<file path="src/rtl/cpu8ld_ram.sv">
module cpu8ld_ram #(
   parameter int WIDTH = 8,
   parameter int DEPTH = 256
) (
   input  logic                     clock,
   input  logic                     en,
   input  logic                     we,
   input  logic [$clog2(DEPTH)-1:0] addr,
   input  logic [WIDTH-1:0]         wdata,
   output logic [WIDTH-1:0]         rdata
);

   logic [WIDTH-1:0] mem [DEPTH];
   logic [WIDTH-1:0] rdata_ff;

   // single port, registered read
   always_ff @(posedge clock) begin
      if (we) begin
         mem[addr] <= wdata;
      end else if (en) begin
         rdata_ff <= mem[addr];
      end
   end

   assign rdata = rdata_ff;

endmodule

</file>
<file path="config.mk">
export PLATFORM = sky130hd
export DESIGN_NAME = cpu8ld_ram
export DESIGN_NICKNAME = d
export VERILOG_FILES = /design/src/rtl/cpu8ld_ram.sv
export SDC_FILE = /design/constraint.sdc
export NUM_CORES = 2
export LEC_CHECK = 0
export BUFFER_PORTS_ARGS = -buffer_cell sky130_fd_sc_hd__buf_4
export CAP_MARGIN = 10
export CORE_UTILIZATION = 25
export DETAILED_ROUTE_END_ITERATION = 7
export PLACE_DENSITY = 0.35
export REMOVE_ABC_BUFFERS = 1
export SYNTH_ARGS = -nofsm -noshare
export SYNTH_HDL_FRONTEND = slang
export SYNTH_SLANG_ARGS = --single-unit
export TNS_END_PERCENT = 20
</file>
<file path="constraint.sdc">
create_clock -name clock -period 6.8 [get_ports clock]
set_clock_uncertainty 0.15 [all_clocks]
set_input_delay 0.68 -clock clock [delete_from_list [all_inputs] [get_ports clock]]
set_output_delay 0.68 -clock clock [all_outputs]
set_load 0.03 [all_outputs]
</file>
---- Word level (Yosys, flattened, before mapping) ----
Memories as Yosys holds them, arrays and structs flattened. A register that Yosys moved wholly into a read port is not among the register bits.
Cells that the tools add are included.
storage, ports and cells
  input bits .............................. 19
  word-level logic and storage cells ...... 5
  RAM bits ................................ 2048
  register bits ........................... 0
  memories ................................ 1
  output and inout bits ................... 8
cells by class
  multiplexer cells ....................... 2
  reductions and logical operators ........ 1
  bitwise logic cells ..................... 1
memories
  name  depth  bits a word  read ports  clocked after memory_dff  wr ports  RTL line  RTL
  mem   256    8            1           1                         1         13        logic [WIDTH-1:0] mem [DEPTH];
operators with widths
  kind                 number
  1-bit two-way mux    2
  2-bit AND reduction  1
  1-bit NOT            1

---- Logic depth before layout (Yosys ltp) ----
  depth in word-level cells ............... 2
  mapped depth ............................ 9
  mapped depth without buffers ............ 5

---- Worst setup path after synthesis ----
OpenSTA, ideal clock, no wires.
  path type ............................... input -> register
  from .................................... input addr[3]
  to ...................................... memory mem[105][0] (enable)
  cell stages on the path ................. 8
  path slack .............................. 3785 ps
  data arrival time ....................... 2495 ps
  library setup time ...................... 370 ps
  data required time ...................... 6280 ps
  buffers on the path ..................... 5
  path through ............................ clkbuf_1 -> nor2b_1 -> buf_2 -> clkbuf_1 -> clkbuf_1 -> nand3_1 -> clkbuf_1 -> nor2_1
RTL lines
  what         RTL line  RTL
  from (decl)  8         input logic [$clog2(DEPTH)-1:0] addr,
  to (decl)    13
No word-level cell before the write port.

==> results.yml <==
floorplan:
  start_util_pct: 25.2
  core_um2: 312000
  die_w_um: 563
  io_pins: 27
  die_area_um2: 316000
  fp.dieH_um: 563
  core.rowCount: 205
finish:
  area_delta_synth_final_pct: 16.8
  drive_gt1_share_pct: 26.1
  layout_commonest_cell: "edfxtp_1"
  finalNetCount: 3743
  final_area_um2: 91800
  utilization_pct: 29.4
  final_cell_mix: "2,056 x edfxtp_1, 512 x mux4_2, 256 x a22oi_1, 243 x clkbuf_16, 228 x nor2_1"
sta:
  rsz0062_at_grt: "false"
  finalHoldViolCount: 0
  setup_viol: 0
  max_freq_ghz: 0.259
  drv_slew: 0
  period_needed_ns: 3.86
  relSlewSlack_pct: 16.0
  worstMarginPinSlew_ns: 1.26
  fin_crit_sh_pct: 56.8
worst_setup_path:
  crit_top_cell: "buf_4"
  worstSetupEndpoint: "rdata[2]"
  crit_path_start: "addr[0]"
  crit_type: "primary input to flip-flop"
  worstReg2RegStart: "mem[171][1]"
  rr_worst_depth: 5
  r2r_end: "rdata[1]"
  cp_max_fo: 32
  critPathMaxStageDelay_ns: 0.82
  startpoint_type: "primary input"
  path_cells: "buf_8 -> buf_4 -> buf_4 -> mux4_2 -> a22oi_1 -> a21oi_1 -> o41ai_1 -> buf_4 -> nand4_1"
  crit_required_ns: 7.24
  r2r_slack_ns: 3.58
  critPathSlowestCell: "o41ai_1"
  crit_path_end_kind: "flip-flop"
  worstPathArrival_ns: 4.30
run:
  max-cap-violations: 0
drt:
  drc: 0
  drt-initial-drc-count: 3091
  vias: 36834
  viasPerCell: 4.58
  drtPass1Iterations: 5
  wire_per_inst_um: 29.4
  finalWirelength_mm: 237
  antenna_left: 0
yosys:
  ys_ff_latch: 2056
  synth-seq-area-share_pct: 78.6
  syn_area_um2: 78600
  yosysUniqueCellTypes: 20
  syn_area_per_cell_um2: 22.1
  synth_warnings: 0
  postSynthCellCount: 3547
power_and_ir_drop:
  irDropWorstVdd_mv: 0.192
  p_leak_nw: 27.2
  power.density_nw_per_um2: 299
clock_network:
  htreeDepth: 4
  postCtsHoldBufs: 0
  cts-resized-gates: 0
  clock_sinks: 2056
  cts_root_buffer: "clkbuf_16"
  postCtsSetupBuffers: 0
  cts_buffers: 240
  cts_tree: "yes"
  clockBufferDepth: 4
  clk_pin_slew_worst_paths_ns: 0.06
  clk_latency_ns: 0.91
placement:
  dpl.hpwl_mm: 138
  numPortBuffers: 26
  place_area_um2: 84500
  gp_congestion: 0.720
hold_path:
  hold_path_class: "primary input to flip-flop"
grt:
  grt_pass1_wl_mm: 329
  grt_max_degree: 176
  grt_pass1_vias: 39223
  antenna_found_initial: 18
  gr-total-overflow: 0
  grt_use_total_pct: 14.9
outcome:
  status: "completed"
registers in the layout, summed over array words and instances (netlist names):
signal  count
mem      2048
rdata       8
stage by stage:
| stage | total power, mW | worst slack [ns] | hold WS, ns | TNS [ns] | std cells |
|---|---|---|---|---|---|
| after CTS | 27.8 | 2.74 | 0.0492 | 0 | 8047 |
| after floorplan | 14.7 | -0.880 | 0.629 | -802.39 | 3315 |
| after global routing | 28.3 | 2.68 | 0.0700 | 0 | 8049 |
| after global placement | 15.6 | 0.685 | 0.929 | 0 | 7617 |
| after detailed placement | 15.6 | 1.78 | 0.946 | 0 | 7621 |
| final | 27.4 | 2.94 | 0.0864 | 0 | 8049 |
worst max-delay path: cells and delay by family:
family                 cells  cell delay, ns
muxes                      1            0.54
and+or+nand+nor            1            0.10
buffers and inverters      4            1.65
AOI/OAI and AO/OA          3            1.19
power breakdown:
part	internal (mW)	switching [mW]	leakage, nW
logic	0.410	0.857	5.21
registers	14.0	0.0131	18.5
clock network	7.02	5.14	3.52
final cells by class:
type	count	area [um2]
fillers	30257	220000
flip-flops and latches	2056	61700
multi-input cells	1258	16000
clock buffers	313	6340
well taps	4140	5180
repair buffers	167	1660
clock inverters	113	885
inverters	1	3.75
diodes	1	2.50
cells in the mapped netlist:
library cell  number  area share [%]
nor2_1           229             1.1
nand2_1           29            0.14
buf_1             26            0.12
inv_1              1          0.0048
buf_6             12            0.17
nor2b_1            8           0.064
edfxtp_1        2056              79
o41ai_1           32            0.36
a22oi_1          256             2.4
nor3_1            33            0.21
and2_1             3           0.024
nand3_1           12           0.076
buf_2             36            0.23
mux4_2           512              15
or2_2              2           0.016
nand2b_1           6           0.048
clkbuf_1         138            0.66
a21oi_1          128            0.82
nand4_1            8           0.064
buf_4             20            0.19
layer usage:
metal | routed length, um | GRT usage (%) | vias up
li1 | - | - | 15475
met3 | 10800 | 2.48 | 329
met5 | 111 | 0 | -
met1 | 107000 | 20.5 | 20118
met4 | 6360 | 4.20 | 16
met2 | 113000 | 24.1 | 896
cell families (layout without fill, tap and decap cells):
logic type / after synthesis / after routing / share of synthesized area (%)
buf+inv: 233 / 594 / 1.38
other cells: 0 / 1 / 0
flops: 2056 / 2056 / 78.6
compound gates: 416 / 416 / 3.62
simple gates: 330 / 330 / 1.73
mux: 512 / 512 / 14.7
how the worst min path moves through the flow:
stage	cells after the start	slack [ns]	endpoint	start
CTS	1	0.05	mem[26][1]	wdata[1]
detailed placement	5	0.95	rdata[6]	mem[39][6]
global route	1	0.07	mem[189][5]	wdata[5]
finish	1	0.09	mem[189][5]	wdata[5]
global placement	5	0.93	rdata[5]	mem[223][5]
floorplan	0	0.63	mem[0][0]	wdata[0]
Note: power is estimated with default switching activity, not from simulation.
