## config.mk

```make
export PLATFORM = sky130hd
export DESIGN_NAME = cpu8ld_decode
export DESIGN_NICKNAME = d
export VERILOG_FILES = /design/src/rtl/cpu8ld_pkg.sv /design/src/rtl/cpu8ld_decode.sv
export SDC_FILE = /design/constraint.sdc
export NUM_CORES = 1
export LEC_CHECK = 0
export CORE_UTILIZATION = 35
export DETAILED_ROUTE_END_ITERATION = 12
export DONT_BUFFER_PORTS = 1
export GPL_TIMING_DRIVEN = 1
export PLACE_DENSITY = 0.57
export SLEW_MARGIN = 20
export SYNTH_ARGS = -nofsm -noshare
export SYNTH_HDL_FRONTEND = slang
export SYNTH_SLANG_ARGS = --single-unit
```

## constraint.sdc

```tcl
create_clock -name vclk -period 1.7
set_clock_uncertainty 0.05 [all_clocks]
set_input_delay 0.17 -clock vclk [all_inputs]
set_output_delay 0.17 -clock vclk [all_outputs]
set_load 0.05 [all_outputs]
```

## src/rtl/cpu8ld_pkg.sv

```systemverilog
package cpu8ld_pkg;

   // memory address width, PC and data pointers stay 16 bits
   localparam int ADDR_BITS = 16;
   localparam int MEM_DEPTH = 1 << ADDR_BITS;
   localparam logic [15:0] ADDR_MASK = 16'((32'd1 << ADDR_BITS) - 32'd1);

   // request kinds
   localparam logic [1:0] KIND_EXEC    = 2'd0;
   localparam logic [1:0] KIND_PRELOAD = 2'd1;
   localparam logic [1:0] KIND_SETPC   = 2'd2;

   // opcode prefixes
   localparam logic [1:0] PFX_NONE = 2'd0;
   localparam logic [1:0] PFX_DD   = 2'd1;
   localparam logic [1:0] PFX_FD   = 2'd2;
   localparam logic [1:0] PFX_ED   = 2'd3;

   // register file slots
   localparam logic [2:0] REG_MEM = 3'd6;
   localparam logic [2:0] REG_F   = 3'd6;
   localparam logic [2:0] REG_A   = 3'd7;
   localparam logic [1:0] PAIR_HL = 2'd2;
   localparam logic [1:0] PAIR_SP = 2'd3;

   // opcode masks and patterns
   localparam logic [7:0] MASK_RN   = 8'hC7;
   localparam logic [7:0] MASK_DD   = 8'hCF;
   localparam logic [7:0] PAT_RN    = 8'h06;
   localparam logic [7:0] PAT_DDNN  = 8'h01;
   localparam logic [7:0] PAT_ED_RD = 8'h4B;
   localparam logic [7:0] PAT_ED_WR = 8'h43;
   localparam logic [7:0] OP_HALT   = 8'h76;
   localparam logic [7:0] OP_A_BC   = 8'h0A;
   localparam logic [7:0] OP_A_DE   = 8'h1A;
   localparam logic [7:0] OP_BC_A   = 8'h02;
   localparam logic [7:0] OP_DE_A   = 8'h12;
   localparam logic [7:0] OP_A_NN   = 8'h3A;
   localparam logic [7:0] OP_NN_A   = 8'h32;
   localparam logic [7:0] OP_HL_NN  = 8'h2A;
   localparam logic [7:0] OP_NN_HL  = 8'h22;
   localparam logic [7:0] OP_X_IMM  = 8'h21;
   localparam logic [7:0] OP_XD_N   = 8'h36;
   localparam logic [7:0] OP_SP_HL  = 8'hF9;
   localparam logic [7:0] OP_A_I    = 8'h57;
   localparam logic [7:0] OP_A_R    = 8'h5F;
   localparam logic [7:0] OP_I_A    = 8'h47;
   localparam logic [7:0] OP_R_A    = 8'h4F;
   localparam logic [7:0] FLAG_KEEP = 8'h29;
   localparam logic [7:0] FLAG_S    = 8'h80;
   localparam logic [7:0] FLAG_Z    = 8'h40;
   localparam logic [7:0] FLAG_PV   = 8'h04;

   typedef enum logic [2:0] {
      AM_NONE, AM_PAIR, AM_NN, AM_IDX
   } addr_mode_type;

   typedef enum logic [3:0] {
      SRC_REG, SRC_A, SRC_IMM0, SRC_IMM1, SRC_NN, SRC_MEM8, SRC_MEM16,
      SRC_PAIR, SRC_XR, SRC_I, SRC_R
   } src_type;

   typedef enum logic [3:0] {
      DST_NONE, DST_REG, DST_A, DST_PAIR, DST_SP, DST_XR, DST_AF, DST_I, DST_R
   } dst_type;

   // decoded micro-operation
   typedef struct packed {
      logic          ok;
      logic [4:0]    tstates;
      logic [1:0]    ops;
      addr_mode_type amode;
      logic [1:0]    rd;
      logic [1:0]    wr;
      src_type       src;
      dst_type       dst;
      logic [1:0]    pr;
      logic [2:0]    sr;
      logic [2:0]    dr;
   } uop_type;

endpackage

```

## src/rtl/cpu8ld_decode.sv

```systemverilog
module cpu8ld_decode import cpu8ld_pkg::*; (
   input  logic [1:0] prefix,
   input  logic [7:0] opcode,
   output uop_type    uop
);

   logic [2:0] d;
   logic [2:0] s;
   logic [1:0] p;
   logic       rr_form;

   assign d = opcode[5:3];
   assign s = opcode[2:0];
   assign p = opcode[5:4];
   assign rr_form = (opcode[7:6] == 2'b01) && (opcode != OP_HALT);

   always_comb begin
      uop = '0;
      uop.amode = AM_NONE;
      uop.src = SRC_REG;
      uop.dst = DST_NONE;
      uop.sr = s;
      uop.dr = d;
      uop.pr = PAIR_HL;
      case (prefix)
         // unprefixed loads
         PFX_NONE: begin
            if (rr_form) begin
               uop.ok = 1'b1;
               if (s == REG_MEM) begin
                  uop.amode = AM_PAIR; uop.rd = 2'd1; uop.src = SRC_MEM8;
                  uop.dst = DST_REG; uop.tstates = 5'd7;
               end else if (d == REG_MEM) begin
                  uop.amode = AM_PAIR; uop.wr = 2'd1; uop.tstates = 5'd7;
               end else begin
                  uop.dst = DST_REG; uop.tstates = 5'd4;
               end
            end else if ((opcode & MASK_RN) == PAT_RN) begin
               uop.ok = 1'b1; uop.ops = 2'd1; uop.src = SRC_IMM0;
               if (d == REG_MEM) begin
                  uop.amode = AM_PAIR; uop.wr = 2'd1; uop.tstates = 5'd10;
               end else begin
                  uop.dst = DST_REG; uop.tstates = 5'd7;
               end
            end else if ((opcode & MASK_DD) == PAT_DDNN) begin
               uop.ok = 1'b1; uop.ops = 2'd2; uop.src = SRC_NN;
               uop.dst = DST_PAIR; uop.pr = p; uop.tstates = 5'd10;
            end else begin
               case (opcode)
                  OP_A_BC, OP_A_DE: begin
                     uop.ok = 1'b1; uop.amode = AM_PAIR; uop.pr = {1'b0, opcode[4]};
                     uop.rd = 2'd1; uop.src = SRC_MEM8; uop.dst = DST_A;
                     uop.tstates = 5'd7;
                  end
                  OP_BC_A, OP_DE_A: begin
                     uop.ok = 1'b1; uop.amode = AM_PAIR; uop.pr = {1'b0, opcode[4]};
                     uop.wr = 2'd1; uop.src = SRC_A; uop.tstates = 5'd7;
                  end
                  OP_A_NN: begin
                     uop.ok = 1'b1; uop.ops = 2'd2; uop.amode = AM_NN; uop.rd = 2'd1;
                     uop.src = SRC_MEM8; uop.dst = DST_A; uop.tstates = 5'd13;
                  end
                  OP_NN_A: begin
                     uop.ok = 1'b1; uop.ops = 2'd2; uop.amode = AM_NN; uop.wr = 2'd1;
                     uop.src = SRC_A; uop.tstates = 5'd13;
                  end
                  OP_HL_NN: begin
                     uop.ok = 1'b1; uop.ops = 2'd2; uop.amode = AM_NN; uop.rd = 2'd2;
                     uop.src = SRC_MEM16; uop.dst = DST_PAIR; uop.tstates = 5'd16;
                  end
                  OP_NN_HL: begin
                     uop.ok = 1'b1; uop.ops = 2'd2; uop.amode = AM_NN; uop.wr = 2'd2;
                     uop.src = SRC_PAIR; uop.tstates = 5'd16;
                  end
                  OP_SP_HL: begin
                     uop.ok = 1'b1; uop.src = SRC_PAIR; uop.dst = DST_SP;
                     uop.tstates = 5'd6;
                  end
                  default: ;
               endcase
            end
         end
         // IX / IY forms
         PFX_DD, PFX_FD: begin
            if (rr_form) begin
               if (s == REG_MEM) begin
                  uop.ok = 1'b1; uop.ops = 2'd1; uop.amode = AM_IDX; uop.rd = 2'd1;
                  uop.src = SRC_MEM8; uop.dst = DST_REG; uop.tstates = 5'd19;
               end else if (d == REG_MEM) begin
                  uop.ok = 1'b1; uop.ops = 2'd1; uop.amode = AM_IDX; uop.wr = 2'd1;
                  uop.tstates = 5'd19;
               end
            end else begin
               case (opcode)
                  OP_XD_N: begin
                     uop.ok = 1'b1; uop.ops = 2'd2; uop.amode = AM_IDX; uop.wr = 2'd1;
                     uop.src = SRC_IMM1; uop.tstates = 5'd19;
                  end
                  OP_X_IMM: begin
                     uop.ok = 1'b1; uop.ops = 2'd2; uop.src = SRC_NN; uop.dst = DST_XR;
                     uop.tstates = 5'd14;
                  end
                  OP_HL_NN: begin
                     uop.ok = 1'b1; uop.ops = 2'd2; uop.amode = AM_NN; uop.rd = 2'd2;
                     uop.src = SRC_MEM16; uop.dst = DST_XR; uop.tstates = 5'd20;
                  end
                  OP_NN_HL: begin
                     uop.ok = 1'b1; uop.ops = 2'd2; uop.amode = AM_NN; uop.wr = 2'd2;
                     uop.src = SRC_XR; uop.tstates = 5'd20;
                  end
                  OP_SP_HL: begin
                     uop.ok = 1'b1; uop.src = SRC_XR; uop.dst = DST_SP;
                     uop.tstates = 5'd10;
                  end
                  default: ;
               endcase
            end
         end
         // extended loads
         PFX_ED: begin
            if ((opcode & MASK_DD) == PAT_ED_RD) begin
               uop.ok = 1'b1; uop.ops = 2'd2; uop.amode = AM_NN; uop.rd = 2'd2;
               uop.src = SRC_MEM16; uop.dst = DST_PAIR; uop.pr = p; uop.tstates = 5'd20;
            end else if ((opcode & MASK_DD) == PAT_ED_WR) begin
               uop.ok = 1'b1; uop.ops = 2'd2; uop.amode = AM_NN; uop.wr = 2'd2;
               uop.src = SRC_PAIR; uop.pr = p; uop.tstates = 5'd20;
            end else begin
               case (opcode)
                  OP_A_I: begin
                     uop.ok = 1'b1; uop.src = SRC_I; uop.dst = DST_AF; uop.tstates = 5'd9;
                  end
                  OP_A_R: begin
                     uop.ok = 1'b1; uop.src = SRC_R; uop.dst = DST_AF; uop.tstates = 5'd9;
                  end
                  OP_I_A: begin
                     uop.ok = 1'b1; uop.src = SRC_A; uop.dst = DST_I; uop.tstates = 5'd9;
                  end
                  OP_R_A: begin
                     uop.ok = 1'b1; uop.src = SRC_A; uop.dst = DST_R; uop.tstates = 5'd9;
                  end
                  default: ;
               endcase
            end
         end
         default: ;
      endcase
   end

endmodule

```

==> Word level (Yosys, flattened, before mapping) <==
Index checks and enable logic that the tools add are counted.
{ "totals": {"output_inout_bits": 31, "mem_bits_rw": 0, "n_memories": 0, "elab_cells": 94, "regBits": 0, "mem_bits_ro": 0, "in_bits": 10, "latch_bits": 0} }
{ "classes": {"addsub": 0, "mul": 0, "n_shift": 0, "n_lt_le_gt_ge": 0, "eq_ne": 26, "n_reduce_logical": 13, "mux": 55, "n_div": 0, "bitwise_logic": 0} }
{ "op_table": {"columns": ["cell", "count"], "rows": [
  ["$pmux W23 S3", 1],
  ["$eq A8 B6 Y1 const B", 6],
  ["$pmux W6 S4", 2],
  ["$mux W11", 4],
  ["$eq A8 B7 Y1 const B", 4],
  ["$pmux W8 S4", 1],
  ["$mux W2", 15],
  ["$mux W6", 4],
  ["$pmux W2 S2", 6],
  ["$mux W23", 1],
  ["$mux W10", 2],
  ["$eq A8 B5 Y1 const B", 2],
  ["$pmux W4 S4", 1],
  ["$reduce_or A4 Y1", 4],
  ["$mux W15", 1],
  ["$eq A6 B5 Y1 const B", 2],
  ["$mux W4", 3],
  ["$pmux W3 S4", 1],
  ["$reduce_or A2 Y1", 5],
  ["$mux W9", 1],
  ["$pmux W3 S3", 1],
  ["$eq A8 B2 Y1 const B", 1],
  ["$eq A8 B4 Y1 const B", 1],
  ["$eq A8 B8 Y1 const B", 1],
  ["15 further kinds", 24]
]} }

==> Depth between registers and ports, before layout <==
{ "logic_depth": {"word_depth": 7, "depth_mapped": 7, "mapped_depth_nobuf": 6} }

==> Worst setup path after synthesis <==
Ideal clock, no wire load.
{ "synth_timing": {"path_kind": "input -> output", "from": "in opcode[2]", "to": "out uop[10] (netlist bit)", "cell_stages": 5, "path_buffers": 1, "path_slack_ns": -0.881, "required_ns": 1.480, "arrival_ns": 2.361, "cell_sequence": "buf_2 or4b_1 nor2_1 nor3_1 a211oi_1"} }
{ "synth_rtl": {"columns": ["element", "line", "source"], "rows": [
  ["start, declared", "cpu8ld_decode.sv:3", "input logic [7:0] opcode,"],
  ["end, declared", "cpu8ld_decode.sv:4", "output uop_type uop"]
]} }

==> summary.txt <==
Die
  – # IOs: 41
  – Die height: 60.1 um
  – Die ar.: 0.00361 sq mm
  – Initial Util: 37.8%
  – Rows: 20
  – Core area: 0.00313 sq mm
  – Die width: 60.1 um

Timing
  – Slew Viols, Final: 0
  – Final Hold Viols: 0
  – Setup TNS: -0.948 ns
  – RSZ-0062 raised after global routing: true
  – Slew headroom: 61.0%
  – Worst hold slack: 0.290 ns
  – Highest clock rate: 526 MHz
  – Tightest Pin Transition: 0.580 ns
  – Count of final setup violators: 9
  – Fin crit period: 1.90 ns
  – Final WS setup: -0.203 ns
  – Final period util: 112%

Routing
  – Detail Route Antenna Nets: 0
  – DR pass1 iterations: 4
  – Routed WL: 5.42 mm
  – DRC Markers: 0
  – Via count: 1,731
  – Routed wire per std cell: 20.5 um
  – First-iteration detailed-routing DRC count: 141
  – Via/cell ratio: 6.53

Setup path
  – CP Max Fanout: 14
  – Worst Setup SP: opcode[0]
  – Worst Setup EP: uop[21]
  – CP Buf/Inv Count: 1
  – Setup crit start kind: primary input
  – Critical Path Stages: 5
  – Critical Path Slowest Stage Cell: or4b_4
  – Critical path type: in -> out
  – Endpoint type of the worst setup path: output pin
  – Worst path cell trace: or4b_4 -> or3_4 -> and3_4 -> o311ai_4 -> buf_12
  – Top delay family on crit path: simple AND/OR/NAND/NOR gates
  – Worst path required time: 1.48 ns
  – Max stage delay on crit path: 0.53 ns
  – Worst endpoint data arrival time: 1.68 ns

Hold path
  – Hold path startpoint: opcode[4]
  – HP Class: in -> out

Yosys
  – Seq/Total Area, Yosys: 0%
  – Syn Inst Count: 187
  – Synth Area per Inst: 6.32 sq um
  – Synthesized net count: 199
  – Yosys warnings: 0
  – Mapped cell area: 0.00118 sq mm
  – Post-synthesis cell type count: 53

Global route
  – Initial antenna violation count: 0
  – Largest net degree at the start of global routing: 22
  – Vias in the first global route: 1,650
  – Global Route Usage Sum: 31.4%
  – First-pass GRT wire length: 8.54 mm
  – GRT overflow: 0

Layout
  – Area of the multi-input gates: 0.00144 sq mm
  – Layout Nets: 235
  – Commonest cells after routing, fill and taps aside: buf_4, buf_12, nor2_1, nand2_1, o211ai_1
  – Sequential cell count: 0
  – Clock buf count: 0
  – Area growth, synth to finish: 87.3%
  – Share of post-route cells with drive strength above 1: 52.5%
  – Commonest non-fill, non-tap cell in the layout: buf_4
  – Register Area: 0 sq um
  – Non-filler cells, final: 265
  – Fill count: 253
  – # diodes: 0

Power and ir drop
  – P per Cell Area: 239 mW/mm^2
  – Leakage: 0.720 nW
  – Clock power frac: 0%
  – Net Sw Frac: 56.8%
  – Int Power: 228 uW
  – Peak VDD IR: 0.000160 V
  – Psw: 300 uW
  – Gate power share: 100.0%
  – Sequential share of power: 0%

Place
  – Placed insts: 265
  – Hpwl dp: 4.12 mm
  – RD Place Congestion: 0.949
  – I/O Buffers: 0

Clock network
  – Hold buffer count at CTS: 0

Outcome
  – Status: complete, but fails checks
  – Violated checks: setup timing

Run
  – Max-Cap Viols: 0
## per-layer routing
metal	global-route usage, %	vias up	routed length (um)
met1	41.8	802	2070
met5	0	-	0
met4	10.6	0	166
met3	5.41	16	579
met2	50.8	126	2600
li1	-	787	-
## power by group through the flow
stage	Sequential, mW	Combinational, mW	Clock (mW)
3_5_place_dp	0	0.498	0
2_1_floorplan	0	0.390	0
3_3_place_gp	0	0.496	0
4_1_cts	0	0.514	0
6_report	0	0.528	0
5_1_grt	0	0.552	0
## cells in the mapped netlist, types with 3 or more instances
cell / instances / area share [%]
nor3_1: 9 / 3.8
o211ai_1: 8 / 5.1
a32oi_1: 5 / 3.7
buf_2: 8 / 3.4
nor2_1: 17 / 5.4
inv_1: 5 / 1.6
nand3_1: 9 / 3.8
buf_4: 8 / 5.1
nor2b_1: 5 / 2.6
clkbuf_1: 7 / 2.2
o21ai_0: 8 / 3.4
a21oi_1: 14 / 5.9
nand2_1: 14 / 4.4
nand4_1: 3 / 1.6
or2_2: 3 / 1.6
a41oi_1: 3 / 2.2
nand2b_1: 7 / 3.7
o31ai_1: 3 / 1.9
## final cells by class
| type | instances | area share, % |
|---|---|---|
| multi-input cells | 158 | 65.1 |
| repair buffers | 58 | 30.8 |
| well taps | 44 | 2.49 |
| inverters | 5 | 1.64 |
## cells by family after synthesis
| group | count (synthesis) | share of synthesized area, % |
|---|---|---|
| buffers and inverters | 29 | 12.6 |
| other | 1 | 0.317 |
| adder cells (fa/ha/maj) | 2 | 2.12 |
| XOR/XNOR | 2 | 1.48 |
| AND/OR/NAND/NOR | 93 | 45.7 |
| AO/OA/AOI/OAI | 60 | 37.8 |
## through the flow
stage,total power [mW],utilization (%),instance area [sq um],setup WS (ns)
global route,0.552,70.7,2210,-0.223
finish,0.528,70.7,2210,-0.203
floorplan,0.390,-,1510,-0.308
CTS,0.514,69.2,2170,-0.211
global placement,0.496,66.6,2080,-0.202
detailed placement,0.498,66.6,2080,-0.211
## worst min-delay path by stage
stage                  end  slack, ns  cells after the start
finish              uop[1]       0.29                      0
global route        uop[4]       0.29                      0
CTS                 uop[1]       0.29                      0
detailed placement  uop[1]       0.29                      0
global placement    uop[1]       0.29                      0
floorplan           uop[0]       0.46                      1
## timing repair
item / in CTS / in global routing
setup buffers: 0 / 0
gates cloned: 0 / 0
gates resized for setup: 14 / 11
pin swaps: 12 / 10
endpoints found under the setup margin: 13 / 16
Power figures use the tool's default switching activity.
